`src/rtl/ome_pkg.sv`:
```
`timescale 1ns / 1ps
// ----------------------------------------------------------------------------
// ome_pkg: shared types, constants and the E24 table
// Widths of the reading path, configuration layout and the table lookup that
// turns a walk index into a nominal value with its color bands.
// ----------------------------------------------------------------------------
package ome_pkg;

    localparam int MAX_SAMPLES  = 1024;
    localparam int ADC_BITS     = 12;
    localparam int COUNT_W      = 11;
    localparam int SUM_W        = 22;
    localparam int KNOWN_W      = 16;
    localparam int TOL_W        = 5;
    localparam int FS_W         = 12;
    localparam int CFG_IDX_W    = 3;
    localparam int CFG_DATA_W   = 16;
    localparam int OHMS_W       = 17;
    localparam int DIGIT_W      = 4;
    localparam int EXP_W        = 3;

    // Derived datapath widths.
    localparam int FULL_W       = COUNT_W + FS_W;          // count * full scale
    localparam int K100_W       = KNOWN_W + 7;             // 100 * known
    localparam int NUM_W        = K100_W + SUM_W;          // 100 * known * sum
    localparam int LO_W         = 7;                       // 100 - tol
    localparam int HI_W         = 8;                       // 100 + tol
    localparam int VLO_W        = OHMS_W + LO_W;
    localparam int VHI_W        = OHMS_W + HI_W;
    localparam int PLO_W        = VLO_W + FULL_W;
    localparam int PHI_W        = VHI_W + FULL_W;

    // Walk over the table: 510..910, then two full decades, then 100000.
    localparam int E24_STEPS    = 56;
    localparam int IDX_W        = 6;
    localparam logic [IDX_W-1:0] IDX_LAST = IDX_W'(E24_STEPS - 1);

    localparam int QUEUE_DEPTH  = 2;

    localparam logic [3:0] E24_D1 [0:23] = '{
        4'd1, 4'd1, 4'd1, 4'd1, 4'd1, 4'd1, 4'd1, 4'd2, 4'd2, 4'd2, 4'd2, 4'd3,
        4'd3, 4'd3, 4'd3, 4'd4, 4'd4, 4'd5, 4'd5, 4'd6, 4'd6, 4'd7, 4'd8, 4'd9
    };
    localparam logic [3:0] E24_D2 [0:23] = '{
        4'd0, 4'd1, 4'd2, 4'd3, 4'd5, 4'd6, 4'd8, 4'd0, 4'd2, 4'd4, 4'd7, 4'd0,
        4'd3, 4'd6, 4'd9, 4'd3, 4'd7, 4'd1, 4'd6, 4'd2, 4'd8, 4'd5, 4'd2, 4'd1
    };

    typedef enum logic [CFG_IDX_W-1:0] {
        CFG_KNOWN   = 3'd0,
        CFG_SAMPLES = 3'd1,
        CFG_TOL     = 3'd2,
        CFG_FS      = 3'd3
    } cfg_idx_t;

    typedef struct packed {
        logic [KNOWN_W-1:0] known_resistor;
        logic [COUNT_W-1:0] samples_per_reading;
        logic [TOL_W-1:0]   tolerance_percent;
        logic [FS_W-1:0]    adc_full_scale;
    } cfg_t;

    typedef struct packed {
        logic [SUM_W-1:0]   sum;
        logic [COUNT_W-1:0] count;
    } reading_t;

    typedef struct packed {
        logic valid;
        logic full;
    } queue_stat_t;

    typedef struct packed {
        logic [OHMS_W-1:0]  value;
        logic [DIGIT_W-1:0] d1;
        logic [DIGIT_W-1:0] d2;
        logic [EXP_W-1:0]   exp;
    } e24_t;

    function automatic e24_t ome_e24_entry(input logic [IDX_W-1:0] idx);
        logic [4:0]        k;
        logic [EXP_W-1:0]  e;
        logic [OHMS_W-1:0] scale;
        logic [6:0]        mant;
        e24_t              r;
        if (idx < IDX_W'(7)) begin
            k = 5'(idx + IDX_W'(17));
            e = EXP_W'(1);
            scale = OHMS_W'(10);
        end else if (idx < IDX_W'(31)) begin
            k = 5'(idx - IDX_W'(7));
            e = EXP_W'(2);
            scale = OHMS_W'(100);
        end else if (idx < IDX_W'(55)) begin
            k = 5'(idx - IDX_W'(31));
            e = EXP_W'(3);
            scale = OHMS_W'(1000);
        end else begin
            k = 5'd0;
            e = EXP_W'(4);
            scale = OHMS_W'(10000);
        end
        mant = 7'(E24_D1[k]) * 7'd10 + 7'(E24_D2[k]);
        r.value = OHMS_W'(mant) * scale;
        r.d1 = E24_D1[k];
        r.d2 = E24_D2[k];
        r.exp = e;
        return r;
    endfunction

endpackage

```
`src/rtl/ome_front.sv`:
```
`timescale 1ns / 1ps
// ----------------------------------------------------------------------------
// ome_front: sample accumulator
// Sums samples and hands a finished sum and count to the reading queue.
// ----------------------------------------------------------------------------
module ome_front (
    input  logic                         aclk,
    input  logic                         aresetn,
    input  ome_pkg::cfg_t                cfg,
    input  logic                         s_valid,
    output logic                         s_ready,
    input  logic [ome_pkg::ADC_BITS-1:0] s_adc_sample,
    input  ome_pkg::queue_stat_t         q_stat,
    output logic                         q_push,
    output ome_pkg::reading_t            q_data
);
    import ome_pkg::*;

    logic [SUM_W-1:0]   sum_reg;
    logic [COUNT_W-1:0] count_reg;
    logic [SUM_W-1:0]   sum_next;
    logic [COUNT_W-1:0] count_next;
    logic [COUNT_W-1:0] target;
    logic               accept;
    logic               last;

    // Zero means one sample; anything above the limit saturates.
    always_comb begin
        if (cfg.samples_per_reading == '0) begin
            target = COUNT_W'(1);
        end else if (cfg.samples_per_reading > COUNT_W'(MAX_SAMPLES)) begin
            target = COUNT_W'(MAX_SAMPLES);
        end else begin
            target = cfg.samples_per_reading;
        end
    end

    assign s_ready    = !q_stat.full;
    assign accept     = s_valid && s_ready;
    assign sum_next   = sum_reg + SUM_W'(s_adc_sample);
    assign count_next = count_reg + COUNT_W'(1);
    assign last       = count_next >= target;

    assign q_push       = accept && last;
    assign q_data.sum   = sum_next;
    assign q_data.count = count_next;

    always_ff @(posedge aclk) begin
        if (!aresetn) begin
            sum_reg   <= '0;
            count_reg <= '0;
        end else if (accept) begin
            if (last) begin
                sum_reg   <= '0;
                count_reg <= '0;
            end else begin
                sum_reg   <= sum_next;
                count_reg <= count_next;
            end
        end
    end

endmodule

```
`config.mk`:
```
export PLATFORM = sky130hd
export DESIGN_NAME = ome_front
export DESIGN_NICKNAME = d
export VERILOG_FILES = /design/src/rtl/ome_pkg.sv /design/src/rtl/ome_front.sv
export SDC_FILE = /design/constraint.sdc
export NUM_CORES = 1
export LEC_CHECK = 0
export ABC_AREA = 1
export CELL_PAD_IN_SITES_DETAIL_PLACEMENT = 0
export CELL_PAD_IN_SITES_GLOBAL_PLACEMENT = 2
export CORE_MARGIN = 3
export CORE_UTILIZATION = 33
export DETAILED_ROUTE_END_ITERATION = 8
export DONT_BUFFER_PORTS = 1
export PLACE_DENSITY_LB_ADDON = 0.05
export SYNTH_ARGS = -nofsm -noshare
export SYNTH_HDL_FRONTEND = slang
export SYNTH_SLANG_ARGS = --single-unit
```
`constraint.sdc`:
```
create_clock -name aclk -period 3.2 [get_ports aclk]
set_clock_uncertainty 0.2 [all_clocks]
set_input_delay 0.16 -clock aclk [delete_from_list [all_inputs] [get_ports aclk]]
set_output_delay 0.16 -clock aclk [all_outputs]
set_load 0.1 [all_outputs]
```
==> results.toml <==
[power_and_ir_drop]
powerDensity_nw_per_um2 = 416
ir_worst_vdd_mv = 0.188
cellLeakagePower_nw = 1.77
total_power_w = 0.00153

[timing]
slew_headroom_pct = 40.8
timing.final.ws_setup_ns = -0.0102
tightestPinTransition_ns = 0.888
drv_slew = 0
hold_viol = 0
finalSetupViolations = 1
max_freq_mhz = 312
fin_crit_ns = 3.21
finalSetupTns_ns = -0.0102
grt_setup_unrepaired = "true"
min_period_over_period_pct = 100
hold_ws_ns = 0.0259

[yosys]
synth_flop_cell = "dfxtp_1"
synthSimpleGateAreaFrac_pct = 44.7
synth-xor-area-share_pct = 5.11
postSynthAreaPerCell_sq_um = 6.52
syn_nets = 548
netlist-cell-type-count = 38
yosysTopAreaCell = "dfxtp_1"
async_flop_share_pct = 0
synth_edf_count = 0
synthMuxAreaShare_pct = 0
synth_common_cells = "130 x nand2_1, 54 x inv_1, 48 x nor2_1"
synthAdderAreaFrac_pct = 10.6
ys_ff_latch = 33
syn_inst = 462
synth_top_cell_area_share_pct = 21.9
yosysWarnings = 0
yosysMostFrequentCell = "nand2_1"
synth_area_sq_um = 3010
yosysSeqAreaShare_pct = 21.9
synth_compound_gate_area_share_pct = 7.89
synth_top_family_by_area = "simple AND/OR/NAND/NOR gates"
synth_area_leaders = "dfxtp_1 22%, nand2_1 16%, ha_1 10%"

[layout]
drive_gt1_share_pct = 25.7
fin_area_sq_um = 3660
area_delta_synth_final_pct = 21.5
nets = 584
largest_reg_flops = 22
diodes = 0

[global_route]
track_usage_pct = 16.2
antenna_found_initial = 0
grt_pass1_wl_mm = 13.1
grt_max_degree = 40
first_global_vias = 2629
overflow = 0

[placed_design]
hpwlAfterDp_mm = 6.48
gp_congestion = 0.796
post-place-ws_ns = 0.155
place_area_sq_um = 3550
io_buffers = 0

[clock_network]
hold_buffers = 0
cts_inserted_buffers = 5
path_clk_slew_ns = 0.07
cts_tree = "done"
clockBufferDepth = 2
clkSinkCount = 33
clk-insertion-delay-late_ns = 0.29
cts-root-buf = "clkbuf_8"
h-tree-depth = 2

[flow_run]
max-cap-violations = 0

[setup_path]
critical_path_class = "flop to output pin"
reg2reg_slack_ns = 0.08
rr_worst_depth = 15
r2r-end = "count_reg[10]"
cp-end-kind = "output pin"
rr_startpoint = "count_reg[0]"
start_kind = "flop"
worstPathMaxFanout = 4
cp.required_ns = 2.84
arrival_ns = 2.85

[drt]
vias_per_cell = 4.64
vias = 2818
postRouteAntennaNets = 0
drcViolationCount = 0
wl_per_cell_microns = 13.6
dr.pass1.iters = 4
wl_mm = 8.24
first_iter_violations = 119

[run_status]
status = "complete, but fails checks"
failed_checks = "setup timing"

[die]
design.core.area_sq_um = 8810
dieArea_sq_um = 10300
fp.dieW_microns = 102
initial_core_util_pct = 34.2
die_h_microns = 102
fp-row-count = 34
ios = 96

[min_path]
min_from = "aresetn"
min_path_type = "input pin to flop"
min_to = "count_reg[1]"
whs_path_depth = 3
==> metrics by stage <==
step                std cells  utilization, %
detailed placement        595            40.3
CTS                       604            41.3
finish                    607            41.6
global placement          595            40.3
global route              607            41.6
floorplan                 462               -
==> placed cells by master, fill, tap and decap left out, types with 6 or more instances in the layout <==
cell type	n
a21oi_1	19
a21oi_2	7
and2_1	8
buf_4	36
dfxtp_1	31
ha_1	22
inv_1	52
inv_2	7
nand2_1	128
nand2_2	21
nand3_1	25
nand3_2	9
nand4_1	8
nor2_1	45
nor3_1	6
nor3_2	6
o21ai_0	13
xor2_2	9
==> power breakdown <==
part,internal [W],switching [W]
logic,0.000177,0.000574
clock network,0.000151,0.000172
registers,0.000433,0.0000186
==> per-layer routing <==
layer / up-vias / GRT usage [%] / part of all wire [%]
li1: 1534 / - / -
met1: 1250 / 23.0 / 51
met2: 29 / 25.8 / 45
met4: 0 / 3.07 / 0.66
met3: 5 / 3.10 / 3.2
met5: - / 0 / 0
==> layout make-up <==
type,instances,area (sq um)
Inverter,62,243
Clock inverter,2,10.0
Fill cell,957,5140
Multi-Input combinational cell,358,2230
Timing Repair Buffer,38,310
Clock buffer,6,72.6
Tap cell,108,135
Sequential cell,33,666
==> kinds of logic (layout without fill, tap and decap cells) <==
kind of cell | Yosys count | count (layout)
AO/OA/AOI/OAI | 42 | 42
XOR/XNOR | 15 | 15
adder cells (fa/ha/maj) | 25 | 25
buffers and inverters | 71 | 108
flip-flops | 33 | 33
AND/OR/NAND/NOR | 276 | 276
==> how the worst max path moves through the flow <==
stage                  from       endpoint
6_report       count_reg[0]         q_push
2_1_floorplan  count_reg[0]         q_push
5_1_grt        count_reg[0]         q_push
3_5_place_dp   count_reg[0]     sum_reg[4]
4_1_cts        count_reg[0]         q_push
3_3_place_gp   count_reg[0]  count_reg[10]
==> worst max-delay path, stage by stage (launching register included) <==
cell and delay [ns]:
dfxtp_4 0.39, ha_4 0.15, nand4_1 0.15, nor2_2 0.24, nand4_1 0.18, xor2_2 0.26, clkinvlp_4 0.16, ha_4 0.30
and3_1 0.16, nand4_1 0.08, nand4_1 0.12, nand2_2 0.08, clkinvlp_4 0.13, buf_12 0.17
==> repair_timing <==
item / in CTS / in global routing
buffers inserted: 1 / 3
gates resized for setup: 1 / 1
setup endpoints to repair: 1 / 1
pin swaps: 3 / 4
(Power assumes the default switching activity.)
