File: config.mk
export PLATFORM = sky130hd
export DESIGN_NAME = ome_queue
export DESIGN_NICKNAME = d
export VERILOG_FILES = /design/src/rtl/ome_pkg.sv /design/src/rtl/ome_queue.sv
export SDC_FILE = /design/constraint.sdc
export NUM_CORES = 1
export LEC_CHECK = 0
export ABC_AREA = 1
export BUFFER_PORTS_ARGS = -buffer_cell sky130_fd_sc_hd__buf_2
export CAP_MARGIN = 20
export CORE_MARGIN = 3
export CORE_UTILIZATION = 35
export DETAILED_ROUTE_END_ITERATION = 16
export PLACE_DENSITY = 0.64
export SLEW_MARGIN = 20
export SYNTH_ARGS = -nofsm -noshare
export SYNTH_HDL_FRONTEND = slang
export SYNTH_SLANG_ARGS = --single-unit
File: constraint.sdc
create_clock -name aclk -period 2.8 [get_ports aclk]
set_input_delay 0.14 -clock aclk [delete_from_list [all_inputs] [get_ports aclk]]
set_output_delay 0.14 -clock aclk [all_outputs]
set_load 0.05 [all_outputs]
File: src/rtl/ome_pkg.sv
`timescale 1ns / 1ps
// ----------------------------------------------------------------------------
// ome_pkg: shared types, constants and the E24 table
// Widths of the reading path, configuration layout and the table lookup that
// turns a walk index into a nominal value with its color bands.
// ----------------------------------------------------------------------------
package ome_pkg;

    localparam int MAX_SAMPLES  = 1024;
    localparam int ADC_BITS     = 12;
    localparam int COUNT_W      = 11;
    localparam int SUM_W        = 22;
    localparam int KNOWN_W      = 16;
    localparam int TOL_W        = 5;
    localparam int FS_W         = 12;
    localparam int CFG_IDX_W    = 3;
    localparam int CFG_DATA_W   = 16;
    localparam int OHMS_W       = 17;
    localparam int DIGIT_W      = 4;
    localparam int EXP_W        = 3;

    // Derived datapath widths.
    localparam int FULL_W       = COUNT_W + FS_W;          // count * full scale
    localparam int K100_W       = KNOWN_W + 7;             // 100 * known
    localparam int NUM_W        = K100_W + SUM_W;          // 100 * known * sum
    localparam int LO_W         = 7;                       // 100 - tol
    localparam int HI_W         = 8;                       // 100 + tol
    localparam int VLO_W        = OHMS_W + LO_W;
    localparam int VHI_W        = OHMS_W + HI_W;
    localparam int PLO_W        = VLO_W + FULL_W;
    localparam int PHI_W        = VHI_W + FULL_W;

    // Walk over the table: 510..910, then two full decades, then 100000.
    localparam int E24_STEPS    = 56;
    localparam int IDX_W        = 6;
    localparam logic [IDX_W-1:0] IDX_LAST = IDX_W'(E24_STEPS - 1);

    localparam int QUEUE_DEPTH  = 2;

    localparam logic [3:0] E24_D1 [0:23] = '{
        4'd1, 4'd1, 4'd1, 4'd1, 4'd1, 4'd1, 4'd1, 4'd2, 4'd2, 4'd2, 4'd2, 4'd3,
        4'd3, 4'd3, 4'd3, 4'd4, 4'd4, 4'd5, 4'd5, 4'd6, 4'd6, 4'd7, 4'd8, 4'd9
    };
    localparam logic [3:0] E24_D2 [0:23] = '{
        4'd0, 4'd1, 4'd2, 4'd3, 4'd5, 4'd6, 4'd8, 4'd0, 4'd2, 4'd4, 4'd7, 4'd0,
        4'd3, 4'd6, 4'd9, 4'd3, 4'd7, 4'd1, 4'd6, 4'd2, 4'd8, 4'd5, 4'd2, 4'd1
    };

    typedef enum logic [CFG_IDX_W-1:0] {
        CFG_KNOWN   = 3'd0,
        CFG_SAMPLES = 3'd1,
        CFG_TOL     = 3'd2,
        CFG_FS      = 3'd3
    } cfg_idx_t;

    typedef struct packed {
        logic [KNOWN_W-1:0] known_resistor;
        logic [COUNT_W-1:0] samples_per_reading;
        logic [TOL_W-1:0]   tolerance_percent;
        logic [FS_W-1:0]    adc_full_scale;
    } cfg_t;

    typedef struct packed {
        logic [SUM_W-1:0]   sum;
        logic [COUNT_W-1:0] count;
    } reading_t;

    typedef struct packed {
        logic valid;
        logic full;
    } queue_stat_t;

    typedef struct packed {
        logic [OHMS_W-1:0]  value;
        logic [DIGIT_W-1:0] d1;
        logic [DIGIT_W-1:0] d2;
        logic [EXP_W-1:0]   exp;
    } e24_t;

    function automatic e24_t ome_e24_entry(input logic [IDX_W-1:0] idx);
        logic [4:0]        k;
        logic [EXP_W-1:0]  e;
        logic [OHMS_W-1:0] scale;
        logic [6:0]        mant;
        e24_t              r;
        if (idx < IDX_W'(7)) begin
            k = 5'(idx + IDX_W'(17));
            e = EXP_W'(1);
            scale = OHMS_W'(10);
        end else if (idx < IDX_W'(31)) begin
            k = 5'(idx - IDX_W'(7));
            e = EXP_W'(2);
            scale = OHMS_W'(100);
        end else if (idx < IDX_W'(55)) begin
            k = 5'(idx - IDX_W'(31));
            e = EXP_W'(3);
            scale = OHMS_W'(1000);
        end else begin
            k = 5'd0;
            e = EXP_W'(4);
            scale = OHMS_W'(10000);
        end
        mant = 7'(E24_D1[k]) * 7'd10 + 7'(E24_D2[k]);
        r.value = OHMS_W'(mant) * scale;
        r.d1 = E24_D1[k];
        r.d2 = E24_D2[k];
        r.exp = e;
        return r;
    endfunction

endpackage

File: src/rtl/ome_queue.sv
`timescale 1ns / 1ps
// ----------------------------------------------------------------------------
// ome_queue: reading queue
// Short first-in first-out queue of finished sums between accumulator and
// matcher.
// ----------------------------------------------------------------------------
module ome_queue (
    input  logic                 aclk,
    input  logic                 aresetn,
    input  logic                 push,
    input  ome_pkg::reading_t    push_data,
    input  logic                 pop,
    output ome_pkg::reading_t    pop_data,
    output ome_pkg::queue_stat_t stat
);
    import ome_pkg::*;

    localparam int PTR_W = (QUEUE_DEPTH > 1) ? $clog2(QUEUE_DEPTH) : 1;

    reading_t           mem_reg [QUEUE_DEPTH];
    logic [PTR_W-1:0]   wr_ptr_reg;
    logic [PTR_W-1:0]   rd_ptr_reg;
    logic [PTR_W:0]     fill_reg;

    function automatic logic [PTR_W-1:0] bump(input logic [PTR_W-1:0] p);
        return (p == PTR_W'(QUEUE_DEPTH - 1)) ? '0 : PTR_W'(p + PTR_W'(1));
    endfunction

    assign stat.valid = fill_reg != '0;
    assign stat.full  = fill_reg == (PTR_W + 1)'(QUEUE_DEPTH);
    assign pop_data   = mem_reg[rd_ptr_reg];

    always_ff @(posedge aclk) begin
        if (push) begin
            mem_reg[wr_ptr_reg] <= push_data;
        end
    end

    always_ff @(posedge aclk) begin
        if (!aresetn) begin
            wr_ptr_reg <= '0;
            rd_ptr_reg <= '0;
            fill_reg   <= '0;
        end else begin
            if (push) begin
                wr_ptr_reg <= bump(wr_ptr_reg);
            end
            if (pop) begin
                rd_ptr_reg <= bump(rd_ptr_reg);
            end
            if (push && !pop) begin
                fill_reg <= fill_reg + (PTR_W + 1)'(1);
            end else if (pop && !push) begin
                fill_reg <= fill_reg - (PTR_W + 1)'(1);
            end
        end
    end

endmodule

==> results.md <==
Status:
- The flow ran to the end, and the final reports show no timing, DRC or antenna violations.

Drt:
- For this block, wires on met1 add up to 2.077 mm.
- The routed design uses 300 µm of met3 wire.
- In the routed design, unresolved DRC markers number 0.
- After detailed routing, the average wire length per cell comes to 13.68 µm.
- The total number of vias is ~1500.
- The count of nets left with antenna violations once routing finished came out at 0.
- Before antenna repair, the detailed router went through 4 iterations.
- The total detailed-routing wirelength is 4.843 mm.
- The topmost layer with routed signal wires is met4.
- After the first detailed-routing iteration, the DRC count stood at 41.
- The vias per cell is roughly 4.3.
- In the detailed route, the total length drawn on met2 is 2.353 mm.

Pwr:
- Summed over all cells, the static leakage comes to 1.513 nW.
- The total power per unit cell area is ~650 nW/µm².
- The maximum vdd drop is 0.3396 mV.
- After layout, the design draws a total of between 0.002 and 0.0025 W.

Placed design:
- The placement-stage cell area is roughly 3200 µm².
- The number of buffer cells added on primary ports is 71.
- The congestion estimate from routability-driven global placement came to roughly 0.69.
- The estimated wirelength of the detail-placed design is 3.056 mm.

Synth:
- The commonest cells after synthesis are 66 x edfxtp_1, 30 x mux2_4, 9 x nand2_1.
- In the synthesized netlist the async set-or-reset flop fraction comes to 0%.
- The net count after synthesis is 176.
- The most instantiated library cell after synthesis is edfxtp_1.
- After synthesis, the netlist uses 14 different library cells.
- Yosys attributes the largest share of cell area to edfxtp_1 72%, mux2_4 16%, dfxtp_1 3.6%.
- The leading register cell type out of synthesis is edfxtp_1.
- The portion of synthesized cell area occupied by the leading cell type is 71.67%.
- The post-synthesis instance area is around 2800 µm².
- In this run, synthesis inferred 66 flip-flops with an integrated enable.
- For this run, the number of Yosys warnings is 0.
- After synthesis the netlist holds a flip-flop and latch count of 71.
- The share of the Yosys chip area taken by registers is 75.29%.
- A synthesized cell averages 20.04 µm².
- The number of standard cells after synthesis is 138.
- The leading area contributor after synthesis is edfxtp_1.

STA:
- The final critical path time including I/O delays and setup is 2.054 ns.
- Setup violations remaining at the end of the flow were counted as 0.
- The clock skew is 0.003935 ns.
- The highest clock frequency the design can meet is 0.4870 GHz.
- The transition time of the tightest slew-check pin is 0.9623 ns.
- The portion of the clock cycle consumed by the worst path in the final layout is 73.34%.
- The post-route worst hold slack is between 0.015 and 0.02 ns.
- Headroom to the max-slew limit came out at between 30% and 40%.
- Summed over all failing endpoints, the final setup total negative slack is 0 ns.
- Setup repair after global routing left no endpoint under its margin.
- The number of pins with negative max-slew slack in the final report is 0.
- The final number of hold-violating endpoints is 0.

Critical path:
- The arrival time of data at the critical path endpoint is approximately 1.9 ns.
- For this design, the slowest cell found on the critical path is dfxtp_2.
- STA classifies the critical path endpoint as an output port.
- The startpoint kind of the worst setup timing path is a flop.
- In this run the worst path has a maximum fanout of 24.
- On the worst path, the slowest cell contributes a delay of roughly 0.52 ns.
- By startpoint and endpoint, the worst setup path is classified as reg -> out.
- The required time at the worst-slack endpoint is 2.66 ns.
- The signal on the critical path passes through buf_4 -> mux2_2 -> buf_2.

Final layout:
- 0 antenna diodes ended up in the layout.
- For this run, the share of the core covered by cells in the final layout is between 40% and 50%.
- The number of flip-flops in the largest register is 66.
- Compared with the post-synthesis result, the final layout area differs by 33.66%.
- The number of nets in the final layout is 288.
- Cells with a size suffix above 1 make up 47.06% of the layout.
- The final non-filler cell area is 3696 µm².

Clock network:
- For this design, the CTS-stage hold fixing added 31 buffers.
- TritonCTS created 9 clock buffers.
- The clock tree root driver cell is clkbuf_8.
- The maximum buffer depth of the clock tree is 2.
- The post-cts resize count is 0.
- Post-CTS timing repair inserted 0 buffers for setup.
- The H-tree was split into 3 levels.
- The clock transition at the registers of the reported paths is 0.07 ns.
- The clock latency on the worst-skew pair is 0.33 ns.
- The number of clock sinks seen by CTS is 71.
- TritonCTS built the clock tree.

Die:
- Measured along the y axis, the die boundary spans around 95 µm.
- The die covers 9003 µm².
- The number of cell rows is 31.
- 72 I/O pins were placed.
- The overall die width is 94.89 µm.
- The starting density of the core is ~37%.
- The area of the core is 7447 µm².

Min path:
- The min-delay analysis places its worst path in the category in -> reg.

Global route:
- Global routing used a little under an eighth of the available tracks.
- The number of antenna violations at the first check in global routing came to 0.
- The number of global-route vias before repair is 1609.
- For this run the aggregate overflow at the end of global routing stands at 0.
- The largest net degree at the start of global routing is 34.
- The wire length of the first global-routing pass is 7.548 mm.

Run:
- Across the run, the number of max-cap violations was 0.
[worst paths after layout]
| path | cells past startpoint | from | slack [ns] | to |
|---|---|---|---|---|
| min | 1 | push_data[9] | 0.02 | mem_reg[1][9] |
| max | 3 | flop | 0.75 | pop_data[13] |
| min reg2reg | 2 | rd_ptr_reg | 0.50 | rd_ptr_reg |
| max reg2reg | 1 | wr_ptr_reg | 1.30 | mem_reg[0][16] |
[critical path, delay by kind of cell, from the launching register on]
family,cells,cell delay (ns)
multiplexers,1,0.39
buffers and inverters,2,0.67
flip-flops,1,0.52
[placed cells by master, fill, tap and decap left out, drive strengths merged]
cell type and n:
clkinv 5, clkbuf 10, a21oi 1, mux2 33, bufinv 1, nand3 1
nor2 8, dlygate4sd3 32, o21ai 1, dfxtp 5, buf 73, edfxtp 66
nand2 9, ha 1, nand4 1, inv 8
[where the power goes]
| part | internal (W) | switching [W] |
|---|---|---|
| sequential | 0.00122 | 0.0000202 |
| clock | 0.000399 | 0.000340 |
| combinational | 0.000154 | 0.000269 |
| total | 0.00178 | 0.000628 |
[cell families (layout without fill, tap and decap cells)]
kind of cell | Yosys count | count (layout) | share of synthesized area (%)
adders and majority gates | 1 | 1 | 0.4524
and+or+nand+nor | 19 | 19 | 2.715
DFF | 71 | 71 | 75.29
AOI/OAI and AO/OA | 2 | 2 | 0.3616
muxes | 33 | 33 | 17.51
buffers and inverters | 12 | 129 | 3.665
[metrics by stage]
step                instances  setup slack [ns]
floorplan                 138            0.6583
global placement          306             1.087
detailed placement        306             1.086
CTS                       353            0.7119
global route              354            0.6476
finish                    354            0.7464
[area by class of cell]
class                           count  area, µm²
Tap cell                           99      123.9
Clock inverter                      6      51.30
Clock buffer                       10      127.6
Fill cell                         646       3751
Sequential cell                    71       2083
Inverter                            8      30.03
Multi-Input combinational cell     55      589.3
Timing Repair Buffer              105      690.7
[metal layers]
layer | GRT usage [%] | vias to the layer above
met1 | 13.07 | 728
met2 | 19.26 | 50
met3 | 3.586 | 8
li1 | - | 735
met5 | 0 | -
met4 | 6.490 | 0
No activity file was read; power rests on OpenSTA's default activity.
